<file path="src/sv/packed_pattern_cell_unpacker_macros.svh">
// Assertion macros for the packed pattern cell unpacker.
// No dependencies; included by the top level.
`ifndef PACKED_PATTERN_CELL_UNPACKER_MACROS_SVH
`define PACKED_PATTERN_CELL_UNPACKER_MACROS_SVH
`ifndef SYNTHESIS
`define PPCU_ASSERT(label, clk_i, rst_n_i, prop) \
	label: assert property (@(posedge clk_i) disable iff (!rst_n_i) (prop)) \
		else $error("assertion failed");
`else
`define PPCU_ASSERT(label, clk_i, rst_n_i, prop)
`endif
`ifndef SYNTHESIS
`define PPCU_NEXT(label, clk_i, rst_n_i, ante, cons) \
	label: assert property (@(posedge clk_i) disable iff (!rst_n_i) (ante) |=> (cons)) \
		else $error("assertion failed");
`else
`define PPCU_NEXT(label, clk_i, rst_n_i, ante, cons)
`endif
`endif

</file>
<file path="src/sv/ppcu_pkg.sv">
// Shared types, constants and the effect conversion for the cell unpacker.
// No dependencies.
package ppcu_pkg;
	localparam int MAX_ROWS_DEF = 1024;
	localparam int KEY_OFF_CODE_DEF = 121;
	localparam int CFG_IDX_W = 1;
	localparam int CFG_DATA_W = 11;
	localparam logic [CFG_IDX_W-1:0] REG_ROW_COUNT = 1'b0;
	localparam logic [CFG_IDX_W-1:0] REG_CHANNEL_COUNT = 1'b1;
	localparam logic [7:0] KEY_OFF_BYTE = 8'h1F;

	typedef struct packed {
		logic [7:0] data_byte;
		logic       last_byte;
	} in_item_t;

	typedef struct packed {
		logic [9:0] row;
		logic [7:0] channel;
		logic       channel_out_of_range;
		logic [7:0] note;
		logic [7:0] instrument;
		logic [7:0] effect_one;
		logic [7:0] operand_one;
		logic [7:0] effect_two;
		logic [7:0] operand_two;
	} out_item_t;

	// Raw cell handed from the parser to the converter.
	typedef struct packed {
		logic [9:0]  row;
		logic [7:0]  channel;
		logic        channel_out_of_range;
		logic [7:0]  note;
		logic [7:0]  instrument;
		logic [31:0] effects;
	} raw_cell_t;

	function automatic logic [15:0] convert_effect(input logic [7:0] e_in,
			input logic [7:0] o_in);
		logic [7:0] e;
		logic [7:0] o;
		logic drop;
		logic [6:0] vol;
		logic [25:0] prod;
		e = e_in;
		o = o_in;
		drop = 1'b0;
		vol = (o_in > 8'd64) ? 7'd64 : o_in[6:0];
		prod = 26'(vol) * 26'd261120 + 26'd250;
		unique case (e_in)
			8'h00: if (o_in != 8'h00) e = 8'h20;
			8'h01: if (o_in[7:4] == 4'hF) begin e = 8'h31; o = {4'h0, o_in[3:0]}; end
			8'h02: if (o_in[7:4] == 4'hF) begin e = 8'h32; o = {4'h0, o_in[3:0]}; end
			8'h03, 8'h04, 8'h07, 8'h08, 8'h09, 8'h0B, 8'h0D, 8'h0F, 8'h11, 8'h15: ;
			8'h05, 8'h06: drop = (o_in[3:0] == 4'hF) || (o_in[7:4] == 4'hF);
			8'h0A: e = 8'h49;
			8'h0C, 8'h10: o = prod[23:16];
			8'h0E: begin
				e = 8'h30 + {4'h0, o_in[7:4]};
				o = {4'h0, o_in[3:0]};
				if (e == 8'h30 || (e >= 8'h34 && e <= 8'h37)) drop = 1'b1;
				else if (e == 8'h33) begin e = 8'h4F; o = 8'h01; end
			end
			8'h14: if (o_in == 8'h00) e = 8'h51;
			8'h1C: e = 8'h52;
			default: drop = 1'b1;
		endcase
		if (drop) begin
			e = 8'h00;
			o = 8'h00;
		end
		return {e, o};
	endfunction
endpackage

</file>
<file path="src/sv/ppcu_parser.sv">
// Front part: accepts packed bytes, tracks the row and assembles raw cells.
// Depends on ppcu_pkg.
module ppcu_parser import ppcu_pkg::*; #(
	parameter int MAX_ROWS = MAX_ROWS_DEF,
	parameter int KEY_OFF_CODE = KEY_OFF_CODE_DEF
) (
	input  logic                  clk,
	input  logic                  arst_n,
	input  logic                  cfg_we,
	input  logic [CFG_IDX_W-1:0]  cfg_index,
	input  logic [CFG_DATA_W-1:0] cfg_data,
	input  logic                  in_fire,
	input  in_item_t              in_item,
	output logic                  cell_valid,
	output raw_cell_t             raw_cell
);
	localparam logic [2:0] PH_PACK  = 3'd0;
	localparam logic [2:0] PH_FLAGS = 3'd1;
	localparam logic [11:0] MAX_ROWS_C = 12'(MAX_ROWS > 2047 ? 2047 : MAX_ROWS);

	logic [10:0] row_count_q;
	logic [7:0]  channel_count_q;
	logic [2:0]  phase_q;
	logic [10:0] row_q;
	logic [7:0]  chan_q;
	logic [5:0]  flags_q;
	logic [7:0]  note_q;
	logic [7:0]  instr_q;
	logic [31:0] eff_q;

	logic [10:0] limit;
	logic [5:0]  flags_n;
	logic [7:0]  note_n;
	logic [7:0]  instr_n;
	logic [31:0] eff_n;
	logic [2:0]  phase_n;
	logic        done;
	logic [2:0]  bitsel;

	assign limit = ({1'b0, row_count_q} < MAX_ROWS_C) ? row_count_q : MAX_ROWS_C[10:0];

	always_comb begin
		flags_n = flags_q;
		note_n = note_q;
		instr_n = instr_q;
		eff_n = eff_q;
		bitsel = phase_q - 3'd2;
		if (phase_q == PH_FLAGS) begin
			flags_n = in_item.data_byte[5:0];
		end else if (phase_q != PH_PACK) begin
			unique case (bitsel)
				3'd0: note_n = (in_item.data_byte == KEY_OFF_BYTE) ? 8'(KEY_OFF_CODE)
					: 8'({4'h0, in_item.data_byte[7:4]} * 8'd12
					+ {4'h0, in_item.data_byte[3:0]} + 8'd1);
				3'd1: instr_n = in_item.data_byte;
				3'd2: eff_n[7:0] = in_item.data_byte;
				3'd3: eff_n[15:8] = in_item.data_byte;
				3'd4: eff_n[23:16] = in_item.data_byte;
				3'd5: eff_n[31:24] = in_item.data_byte;
				default: ;
			endcase
			flags_n[bitsel] = 1'b0;
		end
		phase_n = PH_PACK;
		priority if (flags_n[0]) phase_n = 3'd2;
		else if (flags_n[1]) phase_n = 3'd3;
		else if (flags_n[2]) phase_n = 3'd4;
		else if (flags_n[3]) phase_n = 3'd5;
		else if (flags_n[4]) phase_n = 3'd6;
		else if (flags_n[5]) phase_n = 3'd7;
		else phase_n = PH_PACK;
		done = (phase_q != PH_PACK) && (flags_n == 6'd0);
	end

	always_ff @(posedge clk or negedge arst_n) begin
		if (!arst_n) begin
			row_count_q <= 11'd64;
			channel_count_q <= 8'd4;
		end else if (cfg_we) begin
			if (cfg_index == REG_ROW_COUNT) row_count_q <= cfg_data;
			else channel_count_q <= cfg_data[7:0];
		end
	end

	always_ff @(posedge clk) begin
		if (in_fire) begin
			raw_cell.row <= row_q[9:0];
			raw_cell.channel <= chan_q;
			raw_cell.channel_out_of_range <= chan_q >= channel_count_q;
			raw_cell.note <= note_n;
			raw_cell.instrument <= instr_n;
			raw_cell.effects <= eff_n;
		end
	end

	always_ff @(posedge clk or negedge arst_n) begin
		if (!arst_n) begin
			phase_q <= PH_PACK;
			row_q <= '0;
			chan_q <= '0;
			flags_q <= '0;
			note_q <= '0;
			instr_q <= '0;
			eff_q <= '0;
			cell_valid <= 1'b0;
		end else begin
			cell_valid <= in_fire && done;
			if (in_fire) begin
				if (in_item.last_byte) begin
					phase_q <= PH_PACK;
					row_q <= '0;
					chan_q <= '0;
					flags_q <= '0;
					note_q <= '0;
					instr_q <= '0;
					eff_q <= '0;
				end else if (phase_q == PH_PACK) begin
					if (row_q < limit) begin
						if (in_item.data_byte == 8'h00) begin
							row_q <= row_q + 11'd1;
						end else begin
							chan_q <= in_item.data_byte - 8'd1;
							note_q <= '0;
							instr_q <= '0;
							eff_q <= '0;
							flags_q <= '0;
							phase_q <= PH_FLAGS;
						end
					end
				end else begin
					flags_q <= flags_n;
					note_q <= note_n;
					instr_q <= instr_n;
					eff_q <= eff_n;
					phase_q <= phase_n;
				end
			end
		end
	end
endmodule

</file>
<file path="src/sv/ppcu_queue.sv">
// Short queue between the parser and the converter.
// Depends on ppcu_pkg.
module ppcu_queue import ppcu_pkg::*; (
	input  logic      clk,
	input  logic      arst_n,
	input  logic      push,
	input  raw_cell_t push_data,
	input  logic      pop,
	output logic      not_empty,
	output logic      almost_full,
	output raw_cell_t head
);
	raw_cell_t  mem_q [4];
	logic [1:0] wp_q;
	logic [1:0] rp_q;
	logic [2:0] cnt_q;

	assign not_empty = cnt_q != 3'd0;
	assign almost_full = cnt_q >= 3'd2;
	assign head = mem_q[rp_q];

	always_ff @(posedge clk) begin
		if (push) mem_q[wp_q] <= push_data;
	end

	always_ff @(posedge clk or negedge arst_n) begin
		if (!arst_n) begin
			wp_q <= '0;
			rp_q <= '0;
			cnt_q <= '0;
		end else begin
			if (push) wp_q <= wp_q + 2'd1;
			if (pop) rp_q <= rp_q + 2'd1;
			cnt_q <= cnt_q + {2'b0, push} - {2'b0, pop};
		end
	end
endmodule

</file>
<file path="src/sv/ppcu_convert.sv">
// Back part: converts effects and holds the result in an output register.
// Depends on ppcu_pkg.
module ppcu_convert import ppcu_pkg::*; (
	input  logic      clk,
	input  logic      arst_n,
	input  logic      cell_avail,
	input  raw_cell_t raw_cell,
	output logic      cell_pop,
	output logic      valid,
	input  logic      stall,
	output out_item_t data
);
	logic [15:0] c1;
	logic [15:0] c2;

	assign cell_pop = cell_avail && (!valid || !stall);
	assign c1 = convert_effect(raw_cell.effects[7:0], raw_cell.effects[15:8]);
	assign c2 = convert_effect(raw_cell.effects[23:16], raw_cell.effects[31:24]);

	always_ff @(posedge clk or negedge arst_n) begin
		if (!arst_n) begin
			valid <= 1'b0;
		end else if (!valid || !stall) begin
			valid <= cell_avail;
		end
	end

	always_ff @(posedge clk) begin
		if (cell_pop) begin
			data.row <= raw_cell.row;
			data.channel <= raw_cell.channel;
			data.channel_out_of_range <= raw_cell.channel_out_of_range;
			data.note <= raw_cell.note;
			data.instrument <= raw_cell.instrument;
			data.effect_one <= c1[15:8];
			data.operand_one <= c1[7:0];
			data.effect_two <= c2[15:8];
			data.operand_two <= c2[7:0];
		end
	end
endmodule

</file>
<file path="src/sv/packed_pattern_cell_unpacker.sv">
// Top level of the packed pattern cell unpacker.
// Depends on ppcu_pkg, ppcu_parser, ppcu_queue, ppcu_convert and the macro header.
// Usage: bytes of packed pattern data enter on in_valid/in_stall/in_data, one
// transaction per byte. Decoded cells leave on out_valid/out_stall/out_data.
// While in_stall is low the parser takes one byte every cycle and writes each
// finished cell into a four-entry queue in the next cycle. The converter
// remaps the two effect pairs and loads the output register, so a cell passes
// the parser register, the queue and the output register in that order.
// in_stall rises when the queue holds two or more cells; the slack covers the
// cell still in the parser register. When the receiver stalls, the output
// register holds its transaction and the queue fills behind it.
// Reset clears the parser to expect a pack byte at row zero, empties the queue
// and sets row_count to 64 and channel_count to 4. The user must ensure that
// configuration is written through cfg_we/cfg_index/cfg_data only while the
// block is idle, which is not enforced. A last_byte byte clears the parse state.
`include "packed_pattern_cell_unpacker_macros.svh"
module packed_pattern_cell_unpacker import ppcu_pkg::*; #(
	parameter int MAX_ROWS = MAX_ROWS_DEF,
	parameter int KEY_OFF_CODE = KEY_OFF_CODE_DEF
) (
	input  logic                  clk,
	input  logic                  arst_n,
	input  logic                  cfg_we,
	input  logic [CFG_IDX_W-1:0]  cfg_index,
	input  logic [CFG_DATA_W-1:0] cfg_data,
	input  logic                  in_valid,
	output logic                  in_stall,
	input  in_item_t              in_data,
	output logic                  out_valid,
	input  logic                  out_stall,
	output out_item_t             out_data
);
	logic      in_fire;
	logic      cell_valid_s1;
	raw_cell_t cell_s1;
	logic      q_not_empty;
	logic      q_almost_full;
	raw_cell_t q_head;
	logic      q_pop;

	assign in_fire = in_valid && !in_stall;
	assign in_stall = q_almost_full;

	ppcu_parser #(.MAX_ROWS(MAX_ROWS), .KEY_OFF_CODE(KEY_OFF_CODE)) u_parser (
		.clk, .arst_n, .cfg_we, .cfg_index, .cfg_data,
		.in_fire, .in_item(in_data),
		.cell_valid(cell_valid_s1), .raw_cell(cell_s1)
	);

	ppcu_queue u_queue (
		.clk, .arst_n, .push(cell_valid_s1), .push_data(cell_s1),
		.pop(q_pop), .not_empty(q_not_empty), .almost_full(q_almost_full),
		.head(q_head)
	);

	ppcu_convert u_convert (
		.clk, .arst_n, .cell_avail(q_not_empty), .raw_cell(q_head),
		.cell_pop(q_pop), .valid(out_valid), .stall(out_stall), .data(out_data)
	);

	// The queue never pops while empty.
	`PPCU_ASSERT(a_no_underflow, clk, arst_n, !q_pop || q_not_empty)
	// A stalled result stays in place.
	`PPCU_NEXT(a_out_hold, clk, arst_n, out_valid && out_stall,
		out_valid && $stable(out_data))
	// No cell is produced without a byte accepted the cycle before.
	`PPCU_NEXT(a_cell_src, clk, arst_n, !in_fire, !cell_valid_s1)
endmodule
</file>
<file path="config.mk">
export PLATFORM = sky130hd
export DESIGN_NAME = packed_pattern_cell_unpacker
export DESIGN_NICKNAME = d
export VERILOG_FILES = /design/src/sv/ppcu_pkg.sv /design/src/sv/ppcu_parser.sv /design/src/sv/ppcu_queue.sv /design/src/sv/ppcu_convert.sv /design/src/sv/packed_pattern_cell_unpacker.sv
export VERILOG_INCLUDE_DIRS = /design/src /design/src/sv
export SDC_FILE = /design/constraint.sdc
export NUM_CORES = 1
export LEC_CHECK = 0
export BUFFER_PORTS_ARGS = -buffer_cell sky130_fd_sc_hd__buf_4
export CAP_MARGIN = 15
export CORE_MARGIN = 4
export CORE_UTILIZATION = 50
export DETAILED_ROUTE_END_ITERATION = 10
export PLACE_DENSITY = 0.66
export SLEW_MARGIN = 25
export SYNTH_ARGS = -nofsm -noshare
export SYNTH_HDL_FRONTEND = slang
export SYNTH_HIERARCHICAL = 1
export SYNTH_SLANG_ARGS = --single-unit
</file>
<file path="constraint.sdc">
create_clock -name clk -period 14.5 [get_ports clk]
set_clock_uncertainty 0.15 [all_clocks]
set_input_delay 2.175 -clock clk [delete_from_list [all_inputs] [get_ports clk]]
set_output_delay 2.175 -clock clk [all_outputs]
set_load 0.005 [all_outputs]
</file>
# Word level (Yosys, flattened, before mapping)
# Memory sizes are Yosys's and may differ from the RTL's.
# Cells that the tools add are included.
[totals]
register_bits = 238
mem_bits_rw = 268
input_bits = 26
output_inout_bits = 69
elab_cells = 242
mem_count = 1
[memory_table]
columns = ["memory", "words", "word_bits", "rd", "rd_ports_with_merged_regs", "wr", "line", "source"]
rows = [
  ["u_queue.mem_q", 4, 67, 1, 0, 1, "ppcu_queue.sv:13", "raw_cell_t mem_q [4];"],
]
[op_classes]
add_sub_neg = 13
multipliers = 3
n_lt_le_gt_ge = 12
n_eq_ne = 58
n_mux = 80
bitwise_logic = 3
n_reduce_logical = 43
[op_table]
columns = ["op", "n"]
rows = [
  ["2-to-1 mux 8 bit", 37],
  ["2-to-1 mux 32 bit", 6],
  ["equality test 8 x 4 -> 1 bit (second input constant)", 16],
  ["case mux 8 bit (7 select lines)", 2],
  ["equality test 8 x 5 -> 1 bit (second input constant)", 11],
  ["equality test 8 x 3 -> 1 bit (second input constant)", 8],
  ["2-to-1 mux 11 bit", 5],
  ["adder 24 x 8 -> 24 bit (second input constant)", 2],
  ["case mux 8 bit (3 select lines)", 2],
  ["logical NOT 8 bit", 5],
  ["2-to-1 mux 6 bit", 6],
  ["OR reduction 18 bit", 2],
  ["equality test 8 x 2 -> 1 bit (second input constant)", 4],
  ["equality test 8 x 6 -> 1 bit (second input constant)", 4],
  ["2-to-1 mux 3 bit", 10],
  ["multiplier 7 x 8 -> 14 bit (second input constant)", 2],
  ["equality test 4 bit (second input constant)", 4],
  ["equality test 8 x 1 -> 1 bit (second input constant)", 2],
  ["greater-or-equal comparator 8 x 6 -> 1 bit (second input constant)", 2],
  ["> comparator 8 x 7 -> 1 bit (second input constant)", 2],
  ["less-or-equal comparator 8 x 6 -> 1 bit (second input constant)", 2],
  ["nonzero test 8 bit", 2],
  ["adder 6 x 4 -> 7 bit (first input constant)", 2],
  ["2-to-1 mux 7 bit", 2],
  ["other kinds (38)", 72],
]

# Depth between registers and ports, before layout
# Gate-level depths: netlist (run 1).
[logic_depth]
ltp_word = 17
depth_mapped = 22

# Hierarchy
# Netlist (run 1), hierarchy kept.
[by_module_without_submodules]
columns = ["module", "instances", "cells_each", "area_each_um2", "seq_area_each_um2"]
rows = [
  ["ppcu_queue", 1, 386, 10073.4, 8222.9],
  ["ppcu_parser", 1, 622, 7702.4, 4416.7],
  ["ppcu_convert", 1, 531, 5391.4, 2037.0],
  ["packed_pattern_cell_unpacker", 1, 1, 13.8, 0.0],
]

# Least setup slack after synthesis (run 1)
# Ideal clock, no wire load.
[synth_path]
kind = "input -> register"
from = "in out_stall"
to = "reg u_queue.cnt_q[1]"
arrival_ps = 8703
slack_ps = 5511
path_stages = 5
path_buffers = 0
path_cell_list = "a21boi_0 -> ha_1 -> inv_1 -> ha_1 -> fa_1"
[synth_between]
elab_chain_len = 4
[synth_lines]
columns = ["element", "line", "source"]
rows = [
  ["start: declaration", "packed_pattern_cell_unpacker.sv:30", "input logic out_stall,"],
  ["logical NOT 1 bit", "ppcu_convert.sv:16", "assign cell_pop = cell_avail && (!valid || !stall);"],
  ["logical OR 1 bit", "ppcu_convert.sv:16", ""],
  ["logical AND 1 bit", "ppcu_convert.sv:16", ""],
  ["subtractor 3 x 1 -> 3 bit", "ppcu_queue.sv:34", "cnt_q <= cnt_q + {2'b0, push} - {2'b0, pop};"],
  ["end signal: assignment", "ppcu_queue.sv:34", ""],
  ["end: declaration", "ppcu_queue.sv:16", "logic [2:0] cnt_q;"],
]
# Every way passes these cells.
# A chain may end at the register's enable or synchronous reset.

==> results of run 1 <==
## cell type report
cell class / instances / share of cell area
clock buffers: 63 / 0.0504
inverters: 93 / 0.0136
multi-input cells: 879 / 0.301
flip-flops and latches: 506 / 0.565
well taps: 600 / 0.0289
repair buffers: 108 / 0.0317
clock inverters: 29 / 0.00886
## cell usage after synthesis (6+ instances only)
cell        n  area, um^2
nor2_1     71         267
a22o_1     53         464
xnor2_1    27         236
dfrtp_1   102        2550
o21ai_0    58         290
nand2b_1    6        37.5
and2_1     13        81.3
buf_2      29         145
buf_4       6        45.0
edfxtp_1  402       12100
a21oi_1    50         250
nand4_1    17         106
a21o_1     20         150
nor4_1      7        43.8
o31ai_1     6        45.0
a22oi_1     6        45.0
or3_1       8        50.1
and3_1      7        43.8
a31oi_1     7        43.8
o311ai_0    8        70.1
nand2_1    92         345
nor3_1     19        95.1
mux4_2     67        1510
o21bai_1    6        45.0
ha_1      103        1290
clkbuf_1   23        86.3
mux2_2     41         462
fa_1       22         440
xor2_1     19         166
inv_1      91         342
nand3_1    26         130
## critical path, stage by stage (launching register included)
cell and delay [ns]:
dfrtp_4 0.84, buf_4 0.75, mux4_2 0.71, nor2_4 0.25, inv_1 0.17, ha_1 0.38
a21o_1 0.22, fa_1 0.60, inv_1 0.07, fa_1 0.48, fa_1 0.43, inv_1 0.06
ha_1 0.27, a21o_1 0.21, a211o_1 0.29, a21oi_1 0.14, o21ai_1 0.13, a2111o_1 0.43
o211ai_1 0.09
## cell families (layout without fill, tap and decap cells)
family,count (synthesis),count (layout)
AOI/OAI and AO/OA,292,292
xor gates and xnor gates,46,46
adders and majority gates,125,125
buffers and inverters,156,293
DFF,506,506
muxes,113,113
other,1,2
and+or+nand+nor,301,301
## path summary, 6_finish.rpt
path                                                startpoint                                    to  slack, ns  cells after the start
worst max-delay path               u_queue/rp_q[0]$_DFFE_PN0P_      u_convert/data[23]$_SDFFCE_PP0P_       7.62                     18
worst min-delay path            u_parser/chan_q[0]$_DFFE_PN0P_       u_parser/raw_cell[49]$_DFFE_PP_       0.33                      0
worst max register to register     u_queue/rp_q[0]$_DFFE_PN0P_      u_convert/data[23]$_SDFFCE_PP0P_       7.62                     18
worst min register to register  u_parser/chan_q[0]$_DFFE_PN0P_       u_parser/raw_cell[49]$_DFFE_PP_       0.33                      0
max in group asynchronous                               arst_n        u_parser/eff_q[27]$_DFFE_PN0P_      11.53                      2
min in group asynchronous                               arst_n  u_parser/row_count_q[10]$_DFFE_PN0P_       1.49                      1
## sequential cells by signal, indices dropped and copies added (netlist names)
signal / flops
u_parser/cell_valid: 1
u_convert/valid: 1
u_parser/note_q: 8
u_queue/mem_q: 268
u_parser/row_q: 11
u_parser/flags_q: 6
u_parser/channel_count_q: 8
u_parser/instr_q: 8
u_parser/raw_cell: 67
u_queue/wp_q: 2
u_convert/data: 67
u_queue/rp_q: 2
u_parser/eff_q: 32
u_parser/phase_q: 3
u_queue/cnt_q: 3
u_parser/chan_q: 8
u_parser/row_count_q: 11
## report_power, final
| part | internal [uW] | switching, uW | total (uW) |
|---|---|---|---|
| clock | 681 | 535 | 1220 |
| sequential | 1840 | 139 | 1970 |
| combinational | 1170 | 1520 | 2700 |
## layer usage
layer	up-vias	GRT usage
met5	-	0
met4	0	0.0477
met3	75	0.0283
met2	352	0.316
met1	6612	0.268
li1	6119	-
## through the flow
step           total power (uW)   util
6_report                   5890  0.570
5_1_grt                    6380  0.570
4_1_cts                    5930  0.570
3_5_place_dp               4680  0.536
3_3_place_gp               4660  0.536
2_1_floorplan              4040      -
==> impl_results.md, run 1 <==
* Post-DRT Antenna Nets at 0
* H-tree levels at 2
* Final GP Congestion at 0.887
* Grt ovf at 0
* Num CTS Buffers at 50
* CP Launch Type: register
* Placed Instances at 2185
* Top FF cell, synth: edfxtp_1
* Final cell count without fillers at 2278
* Global Route Usage Sum at 0.190
* CP Max Fanout at 40
* Initial antenna violation count at 0
* Critical Path RT at 14.78 ns
* Final hold slack at 0.333 ns
* Post-Layout Inst Area at 26000 um^2
* Worst path arrival time at 7.16 ns
* Die X at 223 um
* Largest net degree at the start of global routing at 75
* Synth Area in Simple Gates at 0.0657
* Sequential share of the synthesized area at 0.633
* Synth Area in Compound Gates at 0.0914
* Maxcap violations at 0
* Setup_tns at 0 ns
* Min-Delay Path Class: register to register
* Multiplexer share of the synthesized area at 0.0872
* Number of global-route vias before repair at 13382
* Syn Area/Cell at 15.1 um^2
* Initial drt markers at 1289
* Hold_buf cts at 0
* Most frequent cells in the layout: edfxtp_1 (402), buf_4 (107), ha_1 (103)
* Critical path endpoint category: register
* DR WL/cell at 20.7 um
* Power Dens Cells at 227 nW/um^2
* Pre-CTS WS at 7.55 ns
* Tightest Pin Transition at 1.07 ns
* Netlist cell types at 94
* Adder-cell share of the synthesized area at 0.0746
* Die Area at 49900 um^2
* Fraction of registers with async set/reset at 0.206
* Leak at 0.00994 uW
* Placed cell area at 24400 um^2
* Layout cells sized above 1 at 0.192
* RSZ-0062 raised after global routing: no
* CTS tree: built
* DP HPWL at 30.4 mm
* Post-cts gate resize count at 0
* XOR/XNOR Fraction of Synth Area at 0.0174
* Final hold violation count at 0
* CTS Sinks at 506
* Rows at 78
* FF+latch area at 14700 um^2
* Setup WS post-layout at 7.62 ns
* Gate Count Post-Synth at 1540
* DRC viols at 0
* Max Used Layer: met4
* Fmax at 0.145 GHz
* Final Cycle Share at 0.475
* VDD IR-drop max at 0.213 mV
* Setup CP Type: register to register
* Die Span Y at 223 um
* Clk root buf: clkbuf_16
* Synth-to-layout area growth at 12.1%
* Fin nets at 1789
* Run status: finished clean
* Initial Util at 0.509
* Multi-input gate area at 7830 um^2
* EDFF count, synth at 402
* Setup Viol. Count Final at 0
* Yosys warns at 6
* Met3 wire len at 2.19 mm
* Vias at 13158
* WL met2 at 23.0 mm
* Skew-Pair Late Insertion Delay at 0.59 ns
* Wl on met1 at 21.1 mm
* Synthesized cell area at 23200 um^2
* Diodes inserted at 0
* First-pass GRT wire length at 75.7 mm
* Minimum clock period at 6.88 ns
* FF+latch count, synth at 506
* Most common cell after layout, fill and taps aside: edfxtp_1
* Fillers at 3528
* Via-per-instance ratio at 5.78
* Clock slew at reported path FFs at 0.06 ns
* Slew Viols, Final at 0
* Clock buffer depth at 3
* Post-CTS Setup Bufs at 0
* Largest family of logic cells by synthesized area: compound AO/OA/AOI/OAI gates
* Slew HR at 0.288
* Core ar. at 45600 um^2
* Total Wirelength at 47.1 mm
* PortBufs at 94
* I/O pins at 95
* Drt first pass iters at 5
No activity file was read; power rests on OpenSTA's default activity.
==> inputs of run 2 (changes only) <==
- PLACE_DENSITY: 0.66 -> 0.68
- clock period: 14.5 -> 6 ns (I/O delays scaled with it)
==> run 2 against run 1 <==
  * Sequential cell count unchanged
  * Power rose by 150%
  * Largest power group unchanged
  * Highest routed layer unchanged
  * Wire length down 0.76%
  * Largest cell class unchanged
  * Critical endpoint unchanged
  * Critical path type unchanged
==> impl_results.md, run 2 (synthesized netlist as in run 1, its figures left out) <==
* Tightest Pin Transition at 1.03 ns
* Setup Viol. Count Final at 0
* Fmax at 0.174 GHz
* Initial Util at 0.509
* Total Wirelength at 46.8 mm
* Run status: finished clean
* CTS Sinks at 506
* Global Route Usage Sum at 0.189
* Slew Viols, Final at 0
* Most common cell after layout, fill and taps aside: edfxtp_1
* Crit path buffers/inverters at 4
* Largest register by flop count: u_queue/mem_q
* CP Launch Type: register
* First-pass GRT wire length at 75.5 mm
* Critical path endpoint category: register
* Fin nets at 1801
* NetSw at 5410 uW
* Hold_buf cts at 0
* Die Span Y at 223 um
* Power Dens Cells at 557 nW/um^2
* Min-Delay Path Class: primary input to async pin
* Final Cycle Share at 0.955
* DP HPWL at 30.7 mm
* CP Cell Sequence: buf_12, mux4_2, nor2_4, inv_1, ha_1, a21o_1, fa_1, inv_1, fa_1, fa_1, inv_1, ha_1, a21o_1, a211o_1, a21oi_1, o21ai_1, a2111o_1, o211ai_1
* Clock slew at reported path FFs at 0.06 ns
* Worst path arrival time at 6.00 ns
* Post-DRT Antenna Nets at 0
* Minimum clock period at 5.73 ns
* Final GP Congestion at 0.871
* Initial antenna violation count at 0
* Grt ovf at 0
* Synth-to-layout area growth at 13.4%
* Number of global-route vias before repair at 13550
* Vias at 13281
* Setup_tns at 0 ns
* Pre-CTS WS at 0.183 ns
* Layout cells sized above 1 at 0.206
* I/O pins at 95
* Drt first pass iters at 5
* RSZ-0062 raised after global routing: no
* Top delay family on crit path: adder cells
* Clock buffer depth at 3
* Regs by FF count: u_queue/mem_q x268, u_convert/data x67, u_parser/raw_cell x67
* Seq pwr share at 0.322
* Setup WS post-layout at 0.269 ns
* H-tree levels at 2
* DR WL/cell at 20.4 um
* VDD IR-drop max at 0.562 mV
* Slew HR at 0.311
* CP Max Fanout at 21
* Clock power share at 0.220
* Leak at 0.0101 uW
* PortBufs at 94
* Largest stage delay on the critical path at 0.61 ns
* Diodes inserted at 0
* Switching share of power at 0.370
* Die Area at 49900 um^2
* Largest net degree at the start of global routing at 64
* Combinational power share at 0.458
* Initial drt markers at 1422
* Setup CP Type: register to register
* Maxcap violations at 0
* Die X at 223 um
* Crit-path slowest cell: fa_1
* Clk root buf: clkbuf_16
* Critical Path RT at 6.27 ns
* Via-per-instance ratio at 5.79
* Most frequent cells in the layout: edfxtp_1 (402), buf_4 (117), ha_1 (103)
* Final hold violation count at 0
* DRC viols at 0
* CTS tree: built
* Fillers at 3462
* Final hold slack at 0.210 ns
* Skew-Pair Late Insertion Delay at 0.60 ns
* Rows at 78
* Num CTS Buffers at 51
* Core ar. at 45600 um^2
* Number of flip-flops in the largest register at 268
* Int Power at 9230 uW
==> run 2: cell count changes in the layout (fill, tap and decap cells not counted), moves of 4 or more <==
cell / before / now
buf_4: 107 / 117
clkbuf_1: 12 / 7
clkinv_1: 14 / 8
inv_6: 1 / 5
==> run 2: layer usage <==
metal | vias to the layer above | part of all wire | track usage
li1 | 6160 | - | -
met1 | 6641 | 0.44 | 0.265
met2 | 392 | 0.49 | 0.312
met3 | 88 | 0.051 | 0.0341
met4 | 0 | 0.021 | 0.0471
met5 | - | 0 | 0
==> run 2: power by group through the flow <==
stage               clock [uW]  sequential, uW  combinational [uW]
finish                    3210            4720                6710
CTS                       3290            4730                6710
global route              3450            4780                7520
floorplan                    0            4710                5040
global placement             0            4770                6590
detailed placement           0            4790                6640
==> run 2: worst paths after layout <==
check	cells past startpoint	to	start	slack, ns
min in group clk	1	u_parser/flags_q[5]$_DFFE_PN0P_	u_parser/flags_q[5]$_DFFE_PN0P_	0.34
worst min register to register	1	u_parser/flags_q[5]$_DFFE_PN0P_	u_parser/flags_q[5]$_DFFE_PN0P_	0.34
worst min-delay path	1	u_parser/row_count_q[8]$_DFFE_PN0P_	arst_n	0.21
worst max register to register	18	u_convert/data[23]$_SDFFCE_PP0P_	u_queue/rp_q[0]$_DFFE_PN0P_	0.27
max in group asynchronous	2	u_queue/rp_q[0]$_DFFE_PN0P_	arst_n	4.20
worst max-delay path	18	u_convert/data[23]$_SDFFCE_PP0P_	u_queue/rp_q[0]$_DFFE_PN0P_	0.27
==> run 2: worst reg2reg max path, delay by kind of cell, from the launching register on <==
kind                       cells  cell delay (ns)
adders and majority gates      5             2.17
AOI/OAI and AO/OA              7             1.50
DFF                            1             0.45
muxes                          1             0.59
buffers and inverters          4             0.51
and+or+nand+nor                1             0.19
==> run 2: metrics by stage <==
step | instances | cell area (um^2) | util | power (uW)
global route | 2293 | 26300 | 0.577 | 15700
detailed placement | 2197 | 24500 | 0.539 | 11400
floorplan | 1541 | 23200 | - | 9750
CTS | 2293 | 26300 | 0.576 | 14700
finish | 2293 | 26300 | 0.577 | 14600
global placement | 2196 | 24500 | 0.538 | 11400
==> run 2: timing repair <==
| item | in CTS | in global routing |
|---|---|---|
| buffers inserted | 0 | 0 |
| setup endpoints to repair | 0 | 2 |
| resized for setup | 0 | 2 |
==> run 2: layout make-up <==
class	count	area [um^2]	area share
Timing Repair Buffer	119	926	0.0352
Clock buffer	64	1410	0.0535
Inverter	93	354	0.0135
Multi-Input combinational cell	879	7840	0.298
Tap cell	600	751	0.0286
Clock inverter	32	323	0.0123
Sequential cell	506	14700	0.559
